==> src/rtl/lvw3d_pkg.sv <==
// Package for the 3D line voxel walker: coordinate widths, default span limit
// and the setup flag struct. No dependencies.
package lvw3d_pkg;

  localparam int COORD_W      = 26;
  localparam int DELTA_W      = COORD_W + 1;
  localparam int MAX_SPAN_DEF = 63;
  localparam int NUM_AXES     = 3;

  typedef struct packed {
    logic zero;
    logic over;
  } setup_flags_t;

endpackage

==> src/rtl/line_voxel_walker_3d_unit.sv <==
// 3D line voxel walker top level: command port, sequencer and output register.
// Depends on lvw3d_pkg, lvw3d_setup and lvw3d_step.
// The first voxel strobes from the output register after the setup state and the first walk state.
// While busy the unit passes through the setup state, then takes one step of the shared step
// unit per voxel; a new line is taken only when idle.
// Reset (rst_n low, synchronous) returns to idle with no strobe; the receiver cannot stall.
module line_voxel_walker_3d_unit import lvw3d_pkg::*; #(
  parameter int MAX_SPAN = MAX_SPAN_DEF
) (
  input  logic                     clk,
  input  logic                     rst_n,
  input  logic                     start,
  output logic                     busy,
  input  logic signed [COORD_W-1:0] in_start_x,
  input  logic signed [COORD_W-1:0] in_start_y,
  input  logic signed [COORD_W-1:0] in_start_z,
  input  logic signed [COORD_W-1:0] in_end_x,
  input  logic signed [COORD_W-1:0] in_end_y,
  input  logic signed [COORD_W-1:0] in_end_z,
  output logic                     out_valid,
  output logic signed [COORD_W-1:0] out_voxel_x,
  output logic signed [COORD_W-1:0] out_voxel_y,
  output logic signed [COORD_W-1:0] out_voxel_z,
  output logic                     out_last_voxel,
  output logic                     out_span_error
);

  localparam int SPAN_W = $clog2(MAX_SPAN + 1);
  localparam int REM_W  = SPAN_W + 3;

  localparam logic [1:0] ST_IDLE  = 2'd0;
  localparam logic [1:0] ST_SETUP = 2'd1;
  localparam logic [1:0] ST_WALK  = 2'd2;

  logic [1:0] state_r, state_nxt;
  logic       valid_r, valid_nxt;

  logic signed [DELTA_W-1:0] delta_r  [NUM_AXES];
  logic signed [COORD_W-1:0] coord_r  [NUM_AXES];
  logic signed [REM_W-1:0]   rem_r    [NUM_AXES];
  logic signed [REM_W-1:0]   two_d_r  [NUM_AXES];
  logic signed [REM_W-1:0]   two_a_r;
  logic        [SPAN_W-1:0]  span_r;
  logic        [SPAN_W-1:0]  t_r;
  logic signed [COORD_W-1:0] vox_r    [NUM_AXES];
  logic                      last_r;
  logic                      err_r;

  logic signed [COORD_W-1:0] in_start [NUM_AXES];
  logic signed [COORD_W-1:0] in_end   [NUM_AXES];
  logic signed [COORD_W-1:0] coord_step [NUM_AXES];
  logic signed [REM_W-1:0]   rem_step   [NUM_AXES];
  setup_flags_t              flags;
  logic        [SPAN_W-1:0]  span;
  logic                      accept;
  logic                      at_last;

  assign in_start[0] = in_start_x;
  assign in_start[1] = in_start_y;
  assign in_start[2] = in_start_z;
  assign in_end[0]   = in_end_x;
  assign in_end[1]   = in_end_y;
  assign in_end[2]   = in_end_z;

  assign busy    = (state_r != ST_IDLE);
  assign accept  = start && !busy;
  assign at_last = (t_r == span_r);

  lvw3d_setup #(
    .MAX_SPAN (MAX_SPAN),
    .SPAN_W   (SPAN_W)
  ) u_setup (
    .delta_i (delta_r),
    .flags_o (flags),
    .span_o  (span)
  );

  lvw3d_step #(
    .SPAN_W (SPAN_W),
    .REM_W  (REM_W)
  ) u_step (
    .coord_i (coord_r),
    .rem_i   (rem_r),
    .two_d_i (two_d_r),
    .two_a_i (two_a_r),
    .coord_o (coord_step),
    .rem_o   (rem_step)
  );

  always_comb begin
    state_nxt = state_r;
    valid_nxt = 1'b0;
    unique case (state_r)
      ST_IDLE: begin
        if (start) begin
          state_nxt = ST_SETUP;
        end
      end
      ST_SETUP: begin
        priority if (flags.zero) begin
          state_nxt = ST_IDLE;
        end else if (flags.over) begin
          state_nxt = ST_IDLE;
          valid_nxt = 1'b1;
        end else begin
          state_nxt = ST_WALK;
        end
      end
      ST_WALK: begin
        valid_nxt = 1'b1;
        if (at_last) begin
          state_nxt = ST_IDLE;
        end
      end
      default: begin
        state_nxt = ST_IDLE;
      end
    endcase
  end

  always_ff @(posedge clk) begin
    if (!rst_n) begin
      state_r <= ST_IDLE;
      valid_r <= 1'b0;
    end else begin
      state_r <= state_nxt;
      valid_r <= valid_nxt;
    end
  end

  // datapath, no reset
  always_ff @(posedge clk) begin
    if (accept) begin
      for (int i = 0; i < NUM_AXES; i++) begin
        delta_r[i] <= DELTA_W'(in_end[i]) - DELTA_W'(in_start[i]);
        coord_r[i] <= in_start[i];
      end
    end else if (state_r == ST_SETUP) begin
      for (int i = 0; i < NUM_AXES; i++) begin
        rem_r[i]   <= REM_W'({3'b000, span});
        two_d_r[i] <= {delta_r[i][REM_W-2:0], 1'b0};
      end
      two_a_r <= REM_W'({2'b00, span, 1'b0});
      span_r  <= span;
      t_r     <= '0;
      for (int i = 0; i < NUM_AXES; i++) begin
        vox_r[i] <= '0;
      end
      last_r <= 1'b0;
      err_r  <= flags.over;
    end else if (state_r == ST_WALK) begin
      for (int i = 0; i < NUM_AXES; i++) begin
        vox_r[i]   <= coord_r[i];
        coord_r[i] <= coord_step[i];
        rem_r[i]   <= rem_step[i];
      end
      last_r <= at_last;
      err_r  <= 1'b0;
      t_r    <= t_r + SPAN_W'(1);
    end
  end

  assign out_valid      = valid_r;
  assign out_voxel_x    = vox_r[0];
  assign out_voxel_y    = vox_r[1];
  assign out_voxel_z    = vox_r[2];
  assign out_last_voxel = last_r;
  assign out_span_error = err_r;

endmodule

==> src/rtl/lvw3d_setup.sv <==
// Line setup: sizes the walk from the largest endpoint delta magnitude and flags zero or over-limit spans.
// Depends on lvw3d_pkg.
module lvw3d_setup import lvw3d_pkg::*; #(
  parameter int MAX_SPAN = MAX_SPAN_DEF,
  parameter int SPAN_W   = $clog2(MAX_SPAN + 1)
) (
  input  logic signed [DELTA_W-1:0] delta_i [NUM_AXES],
  output setup_flags_t              flags_o,
  output logic        [SPAN_W-1:0]  span_o
);

  logic [DELTA_W-1:0] mag [NUM_AXES];
  logic [DELTA_W-1:0] span_full;

  always_comb begin
    for (int i = 0; i < NUM_AXES; i++) begin
      mag[i] = delta_i[i][DELTA_W-1] ? DELTA_W'(-delta_i[i]) : DELTA_W'(delta_i[i]);
    end
    span_full = mag[0];
    for (int i = 1; i < NUM_AXES; i++) begin
      if (mag[i] > span_full) begin
        span_full = mag[i];
      end
    end
  end

  assign flags_o.zero = (span_full == '0);
  assign flags_o.over = (span_full > DELTA_W'(MAX_SPAN));
  assign span_o       = span_full[SPAN_W-1:0];

endmodule

==> src/rtl/lvw3d_step.sv <==
// Walk step unit: advances all three coordinates by one line step using the
// exact remainder update. Depends on lvw3d_pkg.
module lvw3d_step import lvw3d_pkg::*; #(
  parameter int SPAN_W = $clog2(MAX_SPAN_DEF + 1),
  parameter int REM_W  = SPAN_W + 3
) (
  input  logic signed [COORD_W-1:0] coord_i [NUM_AXES],
  input  logic signed [REM_W-1:0]   rem_i   [NUM_AXES],
  input  logic signed [REM_W-1:0]   two_d_i [NUM_AXES],
  input  logic signed [REM_W-1:0]   two_a_i,
  output logic signed [COORD_W-1:0] coord_o [NUM_AXES],
  output logic signed [REM_W-1:0]   rem_o   [NUM_AXES]
);

  logic signed [REM_W-1:0] sum [NUM_AXES];

  always_comb begin
    for (int i = 0; i < NUM_AXES; i++) begin
      sum[i] = rem_i[i] + two_d_i[i];
      priority if (sum[i] >= two_a_i) begin
        rem_o[i]   = sum[i] - two_a_i;
        coord_o[i] = coord_i[i] + COORD_W'(1);
      end else if (sum[i] < 0) begin
        rem_o[i]   = sum[i] + two_a_i;
        coord_o[i] = coord_i[i] - COORD_W'(1);
      end else begin
        rem_o[i]   = sum[i];
        coord_o[i] = coord_i[i];
      end
    end
  end

endmodule

==> config.mk <==
export PLATFORM = sky130hd
export DESIGN_NAME = line_voxel_walker_3d_unit
export DESIGN_NICKNAME = d
export VERILOG_FILES = /design/src/rtl/lvw3d_pkg.sv /design/src/rtl/line_voxel_walker_3d_unit.sv /design/src/rtl/lvw3d_setup.sv /design/src/rtl/lvw3d_step.sv
export SDC_FILE = /design/constraint.sdc
export NUM_CORES = 1
export LEC_CHECK = 0
export ABC_AREA = 1
export BUFFER_PORTS_ARGS = -buffer_cell sky130_fd_sc_hd__clkbuf_2
export CAP_MARGIN = 40
export CORE_MARGIN = 2
export CORE_UTILIZATION = 60
export CTS_CLUSTER_DIAMETER = 120
export CTS_CLUSTER_SIZE = 24
export DETAILED_ROUTE_END_ITERATION = 16
export PLACE_DENSITY = 0.9
export REMOVE_ABC_BUFFERS = 1
export SLEW_MARGIN = 30
export SYNTH_ARGS = -nofsm -noshare
export SYNTH_HDL_FRONTEND = slang
export SYNTH_SLANG_ARGS = --single-unit
==> constraint.sdc <==
create_clock -name clk -period 13.8 [get_ports clk]
set_input_delay 0.69 -clock clk [delete_from_list [all_inputs] [get_ports clk]]
set_output_delay 0.69 -clock clk [all_outputs]
set_load 0.01 [all_outputs]
# Yosys cells after proc, flatten, opt, wreduce, memory -nomap -nowiden

Memory sizes are Yosys's and may differ from the RTL's.
Cells that the tools add are included.
W data, S select, Z words.

Flip-flop bits (word level): 227
Latch bits: 0
Bits in writable memories: 78
ROM bits: 0
Bits of input ports: 159
Output and inout port bits: 82
Word-level logic and storage cells: 123
Memories kept: 1

Add/subtract/negate cells: 22
Multiply operators: 0
Div/mod/pow operators: 0
$lt $le $gt $ge: 9
Equality and inequality tests: 6
Shift operators: 0
Muxes and demuxes: 44
Bitwise logic cells: 4
Reduce and logical (&&, ||, !) cells: 16

Memories:

| name  | depth | width | read ports | clocked after Yosys merged registers in | wr ports | line                            | RTL |
|---|---|---|---|---|---|---|---|
| vox_r | 3     | 26    | 3          | 0                                       | 3        | line_voxel_walker_3d_unit.sv:45 | `logic signed [COORD_W-1:0] vox_r [NUM_AXES];` |

Operator list:

| cell                    | count |
|---|---|
| $mux W26                | 9 |
| $mux W78                | 3 |
| $mux W27                | 6 |
| $neg A27 Y27            | 3 |
| $sub A26 B26 Y27        | 3 |
| $add A26 B2 Y26 const B | 3 |
| $sub A26 B2 Y26 const B | 3 |
| $gt A27 B27 Y1          | 2 |
| $mux W9                 | 6 |
| $add A9 B8 Y9           | 3 |
| $add A9 B9 Y9           | 3 |
| $ge A9 B8 Y1            | 3 |
| $gt A27 B6 Y1 const B   | 1 |
| $logic_not A27 Y1       | 1 |
| $lt A9 B1 Y1 const B    | 3 |
| $sub A9 B8 Y9           | 3 |
| $mux W24                | 1 |
| $mux W1                 | 12 |
| $reduce_and A3 Y1       | 3 |
| $reduce_bool A3 Y1      | 3 |
| $mux W2                 | 4 |
| $add A6 B1 Y6 const B   | 1 |
| $eq A6 B6 Y1            | 1 |
| $mux W6                 | 1 |
| 12 further kinds        | 20 |

# Longest topological paths before layout

Depth after elaboration: 10
Mapped depth: 46
Depth with buffers taken out: 45

# Cells and area by module

Synthesis repeated with hierarchy kept, for this count alone.

Cells, all modules: 4835
Area total of the unflattened synthesis: 31290.0 um^2

Modules (own cells, without submodules):

| module                    | instances | cells an instance | area each (um^2) | seq. area each (um^2) |
|---|---|---|---|---|
| line_voxel_walker_3d_unit | 1         | 1979              | 16980.0          | 9128.8 |
| lvw3d_step                | 1         | 2153              | 10377.5          | 0.0 |
| lvw3d_setup               | 1         | 703               | 3932.5           | 0.0 |

# Worst setup path after synthesis

Ideal clock, no wire load.

Path type: reg-to-reg
Start: reg rem_r[19] (netlist bit)
End: reg coord_r[76] (netlist bit), data pin
Library setup time: 0.261 ns
Data arrival time: 5.340 ns
Required time: 13.539 ns
Setup slack: 8.199 ns
Cell stages (with the launch flop): 36
Path through: edfxtp_1 ha_1 fa_1 fa_1 a21oi_1 o21bai_1 a21oi_1 o21ai_0 a311o_1 nand2_1 inv_1 fa_1 inv_1 nand2_1 a21oi_1 nand2_1 nand2_1 nand2_1 nand2_1 nand2_1 nor2_1 nor2_1 o21ai_1 inv_1 o21ai_1 nand2_1 nand2_1 inv_1 o21ai_1 a21boi_0 inv_1 nand2_1 nand2_1 nand2_1 nand3_1 o21ai_1

Cells in the longest elaborated chain, start to end: 6

Ends and longest elaborated chain:

| what                            | line                             | RTL |
|---|---|---|
| start, declared                 | line_voxel_walker_3d_unit.sv:40  | `logic signed [REM_W-1:0] rem_r [NUM_AXES];` |
| start signal, assigned by index | line_voxel_walker_3d_unit.sv:140 | `rem_r[i] <= REM_W'({3'b000, span});` |
| start signal, assigned by index | line_voxel_walker_3d_unit.sv:155 | `rem_r[i] <= rem_step[i];` |
| $add A9 B9 Y9                   | lvw3d_step.sv:19                 | `sum[i] = rem_i[i] + two_d_i[i];` |
| $ge A9 B8 Y1                    | lvw3d_step.sv:20                 | `priority if (sum[i] >= two_a_i) begin` |
| $mux W26                        | lvw3d_step.sv:20                 |  |
| $mux W78                        | line_voxel_walker_3d_unit.sv:151 | `end else if (state_r == ST_WALK) begin` |
| $mux W78                        | line_voxel_walker_3d_unit.sv:138 | `end else if (state_r == ST_SETUP) begin` |
| $mux W78                        | line_voxel_walker_3d_unit.sv:133 | `if (accept) begin` |
| end signal, assigned by index   | line_voxel_walker_3d_unit.sv:136 | `coord_r[i] <= in_start[i];` |
| end signal, assigned by index   | line_voxel_walker_3d_unit.sv:154 | `coord_r[i] <= coord_step[i];` |
| end, declared                   | line_voxel_walker_3d_unit.sv:39  | `logic signed [COORD_W-1:0] coord_r [NUM_AXES];` |

Every way passes these cells. The select of a mux whose other input is x is not followed.
A chain may end at the register's enable or synchronous reset.

# Worst setup path in the final report

Start: reg two_d_r[19] (netlist bit)
End: reg coord_r[76] (netlist bit), data pin

Cells in the longest elaborated chain, start to end: 6

Ends and longest elaborated chain:

| what                            | line                             | RTL |
|---|---|---|
| start, declared                 | line_voxel_walker_3d_unit.sv:41  | `logic signed [REM_W-1:0] two_d_r [NUM_AXES];` |
| start signal, assigned by index | line_voxel_walker_3d_unit.sv:141 | `two_d_r[i] <= {delta_r[i][REM_W-2:0], 1'b0};` |
| $add A9 B9 Y9                   | lvw3d_step.sv:19                 |  |
| $ge A9 B8 Y1                    | lvw3d_step.sv:20                 |  |
| $mux W26                        | lvw3d_step.sv:20                 |  |
| $mux W78                        | line_voxel_walker_3d_unit.sv:151 |  |
| $mux W78                        | line_voxel_walker_3d_unit.sv:138 |  |
| $mux W78                        | line_voxel_walker_3d_unit.sv:133 |  |

Every way passes these cells. The select of a mux whose other input is x is not followed.

==> flow_metrics.tcl <==
set metrics [dict create \
    slew_headroom_pct 44.1 \
    cp.required_ns 14.07 \
    diodes 0 \
    cp-end-kind "flip-flop" \
    worst_ep_arrival_time_ns 6.85 \
    die_w_um 204 \
    synth_cell_types 54 \
    crit-reg2reg-launch "two_d_r[19]$_DFFE_PP_" \
    finalNetCount 3592 \
    drtIter0Drc 1670 \
    ys.flop_type "edfxtp_1" \
    postCtsSetupBuffers 0 \
    crit_path_start_kind "flip-flop" \
    die_y_um 204 \
    drive_gt1_share_pct 11.3 \
    num-fill-cells 3182 \
    cts_root_buf "clkbuf_16" \
    crit_type "flip-flop to flip-flop" \
    cap_violations 0 \
    endpoint "coord_r[76]$_DFFE_PP_" \
    fin_crit_sh_pct 47.7 \
    synth_edf_count 300 \
    track_usage_pct 28.1 \
    grt_max_degree 72 \
    syn_area_per_cell_um2 8.25 \
    portBuffers 240 \
    firstDrtPassIters 6 \
    postSynth.asyncResetShare_pct 0 \
    synthCells 2922 \
    core_um2 39700 \
    synth_most_common_cell "nand2_1" \
    hold_buffers 0 \
    h-tree-depth 1 \
    yosysTopAreaCell "edfxtp_1" \
    cts.clk_slew.worst_paths_ns 0.11 \
    ys_top_cells_by_area "edfxtp_1 (37%), ha_1 (14%), nand2_1 (9.2%)" \
    start_util_pct 60.7 \
    cts_tree "done" \
    rsz0062_at_grt "no" \
    syn_to_final_growth_pct 9.67 \
    slew_violations 0 \
    critical_path.max_stage_delay_ns 0.42 \
    reg2reg_slack_ns 7.22 \
    worst_pin_slew_ns 0.830 \
    finalSetupViolations 0 \
    fp.dieArea_um2 41800 \
    fmax_ghz 0.152 \
    status "completed" \
    critPathSlowestCell "edfxtp_1" \
    holdCritPathClass "input pin to flip-flop" \
    clk_path_buf_depth 3 \
    post-route-drc-count 0 \
    routabilityCongestion 0.960 \
    grt_overflow 0 \
    pin_count 241 \
    numCtsBuffers 16 \
    routedWlPerCell_um 16.3 \
    ys_ff_latch 303 \
    fin_setup_tns_ns 0 \
    syn_area_um2 24100 \
    grt_pass1_vias 19818 \
    grt_pass1_wl_um 95100 \
    vias 20868 \
    numClockSinks 303 \
    antenna_found_initial 0 \
    startpoint "two_d_r[19]$_DFFE_PP_" \
    hold_violations 0 \
    cp_max_fo 26 \
    period_minus_slack_ns 6.58 \
    synth_top_cell_area_share_pct 37.4 \
    drt_wl_total_um 60000 \
    num_rows 73 \
    r2r_end "coord_r[76]$_DFFE_PP_" \
    ys_warn_count 0 \
    r2r_cells 37 \
    skew_ns 0.0276 \
    via_per_inst 5.67 \
    final_antenna_net_count 0 \
    ctsResizeCount 0 \
    netlist_top_cells_count "nand2_1 (591), inv_1 (480), edfxtp_1 (300), ha_1 (268), a21oi_1 (240)" \
    dp_hpwl_um 46500 \
    ys_seq_area_share_pct 37.6 \
    critPathMostFrequentCell "nand2_1" \
    clock_latency_ns 0.55 \
]
## metal layers
| metal | track usage (%) | share of wire [%] |
|---|---|---|
| met5 | 0 | 0 |
| met4 | 11.3 | 3.7 |
| met3 | 3.83 | 7.7 |
| met2 | 47.7 | 48 |
| met1 | 36.4 | 41 |
## critical path, delay by kind of cell (launching register included)
kind,cells,cell delay (ns)
AO/OA/AOI/OAI,11,2.00
adder cells (fa/ha/maj),4,1.40
buffers and inverters,6,0.88
XOR/XNOR,1,0.30
AND/OR/NAND/NOR,15,1.31
flip-flops,1,0.42
## metrics by stage
| stage | hold slack (ns) | area (um^2) | util (%) | cells | setup slack (ns) |
|---|---|---|---|---|---|
| final | 0.448 | 26400 | 66.5 | 3680 | 7.22 |
| after global routing | 0.443 | 26400 | 66.5 | 3680 | 6.66 |
| after CTS | 0.425 | 26400 | 66.4 | 3678 | 7.14 |
| after detailed placement | 0.456 | 25900 | 65.2 | 3655 | 7.15 |
| after global placement | 0.447 | 25900 | 65.1 | 3653 | 7.37 |
| after floorplan | 0.426 | 23900 | - | 2878 | 8.05 |
## logic make-up (layout without fill, tap and decap cells)
| group | Yosys count | in the layout | share of synthesized area, % |
|---|---|---|---|
| simple gates | 1045 | 1045 | 18.6 |
| compound gates | 558 | 558 | 12.8 |
| buf+inv | 528 | 761 | 8.36 |
| flops | 303 | 303 | 37.6 |
| fa+ha+maj | 283 | 283 | 15.2 |
| xor+xnor | 205 | 205 | 7.45 |
## cells in the final DEF, fill, tap and decap left out, drive strengths merged, types with 2 or more instances in the layout
cell / instances
a21o: 9
clkbuf: 261
nor4: 12
nor2: 179
nand4: 26
o221ai: 7
a221o: 2
xnor2: 67
and2: 9
o211ai: 8
o311ai: 2
o21a: 8
or2: 42
xor2: 138
ha: 268
o21bai: 21
a211oi: 4
o22ai: 6
a31oi: 7
nand3: 141
a21boi: 9
nand3b: 3
inv: 484
a21oi: 241
nor3: 28
o31ai: 11
o21ai: 213
fa: 15
dfxtp: 3
o2111ai: 3
edfxtp: 300
nand2: 604
buf: 14
a221oi: 3
## area by class of cell
class	count	area, um^2	share of cell area, %
flip-flops and latches	303	9070	34.3
clock inverters	2	37.5	0.142
well taps	525	657	2.49
repair buffers	254	1350	5.10
multi-input cells	2091	13100	49.4
clock buffers	21	440	1.67
inverters	484	1820	6.89
## worst min-delay path by stage
stage	depth (start not counted)	endpoint	from
6_report	3	out_valid$_SDFF_PN0_	rst_n
5_1_grt	3	out_valid$_SDFF_PN0_	rst_n
4_1_cts	3	out_valid$_SDFF_PN0_	rst_n
3_5_place_dp	0	two_d_r[11]$_DFFE_PP_	delta_r[28]$_DFFE_PP_
3_3_place_gp	0	two_d_r[11]$_DFFE_PP_	delta_r[28]$_DFFE_PP_
2_1_floorplan	0	two_d_r[11]$_DFFE_PP_	delta_r[28]$_DFFE_PP_
## state kept, by name, summed over array words and instances (netlist names)
register and count:
state_r 2, t_r 6, coord_r 78, delta_r 81, vox_r 78, out_valid 1, out_span_error 1, out_last_voxel 1
two_d_r 24, rem_r 25, span_r 6
Power is not shown: default switching activity piles up to over one toggle a cycle in this logic, so the estimate is an artifact.
